<file path="src/rtl/gce_pkg.sv">
// Shared types and constants for the grid clearance edge cost block.
package gce_pkg;

   localparam int PIX_W     = 12;
   localparam int CELL_W    = 6;
   localparam int MARGIN_W  = 4;
   localparam int SIZE_W    = 7;
   localparam int REGION_W  = 7;
   localparam int COST_W    = 9;
   localparam int COUNT_W   = 3;
   localparam int DIV_CNT_W = 4;
   localparam int CSR_AW    = 4;
   localparam int CSR_DW    = 32;
   localparam int COST_STEP = 25;

   localparam logic [MARGIN_W-1:0] MARGIN_RESET = 4'd3;
   localparam logic [SIZE_W-1:0]   SIZE_RESET   = 7'd1;
   localparam logic [REGION_W-1:0] REGION_RESET = 7'd64;

   localparam logic [1:0] CSR_MARGIN    = 2'd0;
   localparam logic [1:0] CSR_CELL_SIZE = 2'd1;
   localparam logic [1:0] CSR_ROWS      = 2'd2;
   localparam logic [1:0] CSR_COLS      = 2'd3;

   localparam logic [0:0] REQ_WRITE = 1'b0;
   localparam logic [0:0] REQ_QUERY = 1'b1;

   localparam logic signed [1:0] NB_DR  [0:3] = '{-2'sd1, 2'sd1, 2'sd0, 2'sd0};
   localparam logic signed [1:0] NB_DC  [0:3] = '{2'sd0, 2'sd0, -2'sd1, 2'sd1};
   localparam logic signed [1:0] RAY_DR [0:7] =
      '{-2'sd1, 2'sd1, 2'sd0, 2'sd0, -2'sd1, -2'sd1, 2'sd1, 2'sd1};
   localparam logic signed [1:0] RAY_DC [0:7] =
      '{2'sd0, 2'sd0, -2'sd1, 2'sd1, -2'sd1, 2'sd1, -2'sd1, 2'sd1};

   typedef enum logic [3:0] {
      ST_CLEAR,
      ST_IDLE,
      ST_DIV,
      ST_CHECK,
      ST_NB_CHK,
      ST_NB_WAIT,
      ST_RAY_CHK,
      ST_RAY_WAIT,
      ST_OUT
   } gce_state_type;

   typedef struct packed {
      logic clr_step;
      logic accept;
      logic div_step;
      logic nb_next;
      logic ray_first;
      logic ray_step;
      logic ray_next;
      logic ray_read;
      logic set_hit;
      logic set_clear;
      logic out_load;
   } gce_cmd_type;

   typedef struct packed {
      logic clr_last;
      logic req_query;
      logic div_last;
      logic outside;
      logic nb_in;
      logic nb_last;
      logic rd_wall;
      logic mg_zero;
      logic ray_in;
      logic ray_last;
      logic ray_end;
      logic out_full;
   } gce_sts_type;

endpackage

</file>
<file path="src/rtl/gce_ctrl.sv">
// Controller state machine that sequences clearing, division, neighbour and ray scans.
module gce_ctrl (
   input  logic                 clock,
   input  logic                 reset,
   input  logic                 req_valid,
   output logic                 req_stall,
   input  gce_pkg::gce_sts_type sts,
   output gce_pkg::gce_cmd_type cmd
);
   import gce_pkg::*;

   gce_state_type state_ff, state_in;
   logic          nb_done;

   always_ff @(posedge clock) begin
      if (reset) begin
         state_ff <= ST_CLEAR;
      end else begin
         state_ff <= state_in;
      end
   end

   always_comb begin
      state_in  = state_ff;
      cmd       = '0;
      nb_done   = 1'b0;
      req_stall = (state_ff != ST_IDLE);
      case (state_ff)
         ST_CLEAR: begin
            cmd.clr_step = 1'b1;
            if (sts.clr_last) begin
               state_in = ST_IDLE;
            end
         end
         ST_IDLE: begin
            if (req_valid) begin
               cmd.accept = 1'b1;
               if (sts.req_query) begin
                  state_in = ST_DIV;
               end
            end
         end
         ST_DIV: begin
            cmd.div_step = 1'b1;
            if (sts.div_last) begin
               state_in = ST_CHECK;
            end
         end
         ST_CHECK: begin
            state_in = sts.outside ? ST_OUT : ST_NB_CHK;
         end
         ST_NB_CHK: begin
            if (sts.nb_in) begin
               state_in = ST_NB_WAIT;
            end else begin
               nb_done = 1'b1;
            end
         end
         ST_NB_WAIT: begin
            if (sts.rd_wall) begin
               nb_done = 1'b1;
            end else if (sts.mg_zero) begin
               cmd.set_clear = 1'b1;
               nb_done       = 1'b1;
            end else begin
               cmd.ray_first = 1'b1;
               state_in      = ST_RAY_CHK;
            end
         end
         ST_RAY_CHK: begin
            if (sts.ray_in) begin
               cmd.ray_read = 1'b1;
               state_in     = ST_RAY_WAIT;
            end else if (sts.ray_last) begin
               cmd.set_clear = 1'b1;
               nb_done       = 1'b1;
            end else begin
               cmd.ray_next = 1'b1;
            end
         end
         ST_RAY_WAIT: begin
            if (sts.rd_wall) begin
               cmd.set_hit = 1'b1;
               nb_done     = 1'b1;
            end else if (sts.ray_end) begin
               if (sts.ray_last) begin
                  cmd.set_clear = 1'b1;
                  nb_done       = 1'b1;
               end else begin
                  cmd.ray_next = 1'b1;
                  state_in     = ST_RAY_CHK;
               end
            end else begin
               cmd.ray_step = 1'b1;
               state_in     = ST_RAY_CHK;
            end
         end
         ST_OUT: begin
            if (!sts.out_full) begin
               cmd.out_load = 1'b1;
               state_in     = ST_IDLE;
            end
         end
         default: begin
            state_in = ST_IDLE;
         end
      endcase
      if (nb_done) begin
         if (sts.nb_last) begin
            state_in = ST_OUT;
         end else begin
            cmd.nb_next = 1'b1;
            state_in    = ST_NB_CHK;
         end
      end
   end

endmodule

</file>
<file path="config.mk">
export PLATFORM = sky130hd
export DESIGN_NAME = gce_ctrl
export DESIGN_NICKNAME = d
export VERILOG_FILES = /design/src/rtl/gce_pkg.sv /design/src/rtl/gce_ctrl.sv
export SDC_FILE = /design/constraint.sdc
export NUM_CORES = 1
export LEC_CHECK = 0
export BUFFER_PORTS_ARGS = -buffer_cell sky130_fd_sc_hd__buf_2
export CORE_AREA = 2 2 50 52
export CTS_BUF_LIST = sky130_fd_sc_hd__clkbuf_4
export CTS_CLUSTER_DIAMETER = 40
export CTS_CLUSTER_SIZE = 8
export DETAILED_ROUTE_END_ITERATION = 10
export DIE_AREA = 0 0 52 54
export PLACE_DENSITY_LB_ADDON = 0.08
export SETUP_SLACK_MARGIN = 0.2
export SYNTH_ARGS = -nofsm -noshare
export SYNTH_HDL_FRONTEND = slang
export SYNTH_SLANG_ARGS = --single-unit
export TNS_END_PERCENT = 100
</file>
<file path="constraint.sdc">
create_clock -name clock -period 3.35 [get_ports clock]
set_input_delay 0.335 -clock clock [delete_from_list [all_inputs] [get_ports clock]]
set_output_delay 0.335 -clock clock [all_outputs]
set_load 0.005 [all_outputs]
</file>
== Yosys cells after proc, flatten, opt, wreduce, memory -nomap -nowiden ==
Cells that the tools add are included.
Word-level totals
  output and inout bits: 12
  bits in read-only memories: 0
  bits in latches: 0
  bits in writable memories: 0
  word-level logic and storage cells: 72
  memories: 0
  bits in registers: 4
  input port bits: 15
Operators by class
  $lt $le $gt $ge: 0
  div/mod/pow operators: 0
  eq/ne operators: 20
  bitwise operators: 0
  mux-type cells: 49
  $add $sub $neg: 0
  reductions and logical operators: 2
  multipliers: 0
  shift-type cells: 0
Operator list (number)
  $mux W4: 15
  $pmux W4 S9: 1
  $ne A3 B3 Y1 const B: 10
  $mux W1: 29
  $eq A4 B3 Y1 const B: 4
  $reduce_and A11 Y1: 1
  $eq A4 B2 Y1 const B: 2
  $eq A4 B1 Y1 const B: 1
  $eq A4 B4 Y1 const B: 1
  $logic_not A4 Y1: 1
  $ne A4 B1 Y1 const B: 1
  $ne A4 B4 Y1 const B: 1
  $pmux W1 S4: 1
  $pmux W1 S3: 1
  $mux W2: 1
  $pmux W1 S2: 1

== Logic depth before layout (Yosys ltp) ==
  word-level depth: 6
  depth in mapped cells: 6
  gate-level depth less buffers: 5

== Worst setup path after synthesis ==
OpenSTA, ideal clock, no wires.
  path kind: reg2out
  from: register state_ff[1]
  to: output cmd[7] (netlist bit)
  arrival: 1042 ps
  buffers on the path: 1
  cell stages (with the launch flop): 6
  path slack: 1973 ps
  cell sequence: dfxtp_1 > buf_6 > or2_1 > a211oi_2 > a21oi_1 > nor2_1
RTL lines
  start, declared: line gce_ctrl.sv:12  | gce_state_type state_ff, state_in;
  start signal, assigned: line gce_ctrl.sv:19  | state_ff <= state_in;
  end, declared: line gce_ctrl.sv:8  | output gce_pkg::gce_cmd_type cmd

==> flow_summary_export.csv <==
group,metric,value,unit
hold_path,hold_class,"in2reg",
drt,routed_wirelength,1463,µm
drt,drc,0,
final_layout,stdcell_count,126,
run_status,outcome,"complete, no violations",
timing,fmax,482.5,MHz
grt,antenna_found_initial,0,
final_layout,reg_top3,"state_ff (4)",
final_layout,syn_to_final_growth,30.54,%
drt,ant_nets,0,
run,maxCapViolCount,0,
power_and_ir_drop,power_density,489.5,mW/mm²
final_layout,layout_commonest_cell,"buf_2",
timing,drv_slew,0,
yosys,syn_avg_cell_area,7.155,µm²
grt,track_usage,0.1141,
floorplan,rows,18,
timing,skew,4.330,ps
critical_path,crit_family,"flip-flops",
timing,timing.setup.tns,0,ps
yosys,netlist_area,508.0,µm²
critical_path,worstPathArrival,1740,ps
drt,routedWlPerCell,11.61,µm
timing,period_needed,2073,ps
power_and_ir_drop,p_leak,0.0003267,µW
clock_network,cts-resized-gates,0,
final_layout,antenna_cells,0,
final_layout,final_cell_mix,"26 x buf_2, 12 x nor2_1, 8 x nand2_1",
drt,vias_per_cell,4.738,
drt,drtIter0Drc,6,
floorplan,die_w,52,µm
clock_network,ctsHoldBuffers,0,
critical_path,cpPeakStageDelay,560,ps
drt,dr.pass1.iters,3,
clock_network,cts_max_path_buffers,2,
timing,rsz0062_at_grt,"false",
final_layout,largest_reg_flops,4,
placement,pre_cts_ws,1503,ps
grt,grt_pass1_wl,2283,µm
yosys,ys_warn_count,0,
clock_network,path_clk_slew,40,ps
floorplan,core_region_area,0.002320,mm²
clock_network,cts.sinks,4,
yosys,ys_seq_area_frac,0.1576,
final_layout,nNetsFinal,113,
critical_path,worst-path-max-fanout,11,
yosys,syn_nets,86,
drt,num_vias,597,
placement,port_buffers,26,
critical_path,critPathSlowestCell,"dfxtp_1",
grt,first_global_vias,530,
clock_network,cts_setup_buffers,0,
timing,tightestPinTransition,538.1,ps
power_and_ir_drop,irDropWorstVdd,323.4,µV
clock_network,cts-htree-levels,1,
timing,setup_viol,0,
grt,grt_overflow,0,
grt,grt_start_max_net_pins,14,
critical_path,cp_num_buf_inv,1,
timing,min_period_over_period,0.6187,
critical_path,path_class,"reg2out",
placement,dpl.cell_count,123,
yosys,synth.distinct_cells,35,
critical_path,worstPathCellList,"nand4b_2 > mux2i_1 > a21oi_1 > nor2_1 > buf_2",
floorplan,pin_count,27,
timing,timing.final.hold_violations,0,
critical_path,cp-end-kind,"primary output",
clock_network,cts_tree,"yes",
clock_network,insertion_delay,230,ps
clock_network,cts_buffers,3,
critical_path,start_kind,"register",
timing,fin_ws,1277,ps
final_layout,layout-drive-gt1-share,0.3958,
floorplan,die_area,0.002808,mm²
yosys,ys_ff_latch,4,
floorplan,initial_utilization,0.2190,
placement,gp_congestion,0.7247,
floorplan,die_h,54,µm
yosys,synth_cells,71,
placement,post-dp-hpwl,1225,µm
critical_path,crit_required,3010,ps
final_layout,largest-register,"state_ff",
timing,slew_headroom,0.6366,
clock_network,cts_root_buffer,"clkbuf_4",
-- metal layers --
layer | up-vias | part of all wire | GRT usage
li1 | 308 | - | -
met1 | 269 | 0.45 | 0.1316
met2 | 20 | 0.49 | 0.1920
met3 | 0 | 0.064 | 0.05000
met4 | 0 | 0 | 0.03070
met5 | - | 0 | 0
-- cell families (layout without fill, tap and decap cells) --
family,Yosys count,after routing,synth area share
DFF,4,4,0.1576
and+or+nand+nor,40,40,0.4581
AOI/OAI and AO/OA,18,18,0.2660
buffers and inverters,8,33,0.09851
muxes,1,1,0.01971
-- synthesized netlist by cell type, drive strengths merged --
cell	instances	area share
inv	4	0.030
and3	4	0.059
nand3b	1	0.015
and2b	1	0.015
nand2b	2	0.039
o41ai	1	0.017
and3b	1	0.025
a2111oi	1	0.030
o31a	1	0.017
a31oi	4	0.049
buf	4	0.069
nand2	8	0.059
nand4b	1	0.030
nor4	2	0.025
o21a	1	0.015
dfxtp	4	0.16
or2	1	0.012
a211oi	1	0.025
nor3b	2	0.039
o21bai	1	0.015
mux2i	1	0.020
a21oi	3	0.030
nor3	4	0.039
a21o	1	0.015
nor2	12	0.089
nand4	1	0.012
o22a	1	0.017
o21ai	3	0.037
-- through the flow --
stage | power (µW) | hold slack [ps] | instance area, µm² | util
2_1_floorplan | 230.7 | 403.9 | 508.0 | -
3_3_place_gp | 273.1 | 564.5 | 640.6 | 0.2762
3_5_place_dp | 269.8 | 566.0 | 640.6 | 0.2762
4_1_cts | 331.3 | 314.8 | 663.1 | 0.2859
5_1_grt | 362.2 | 313.7 | 663.1 | 0.2859
6_report | 324.6 | 318.4 | 663.1 | 0.2859
-- power breakdown --
group	internal [µW]	total, µW	switching [µW]
sequential	60.6	98.0	37.3
clock	40.0	58.5	18.5
combinational	80.7	168	87.5
-- cell type report --
cell class	count	area, µm²
clock buffer	3	22.52
timing repair buffer	26	130.1
sequential	4	80.08
tap	30	37.54
inverter	4	15.01
multi-input combinational	59	377.9
fill	260	1657
-- final timing paths --
kind / cells past startpoint / slack, ps / to / from
worst max-delay path: 5 / 1280 / cmd[7] / state_ff[0]
worst min-delay path: 2 / 320 / state_ff[1] / reset
worst max register to register: 5 / 1630 / state_ff[2] / state_ff[0]
worst min register to register: 2 / 660 / state_ff[2] / state_ff[2]
Power figures use the tool's default switching activity.
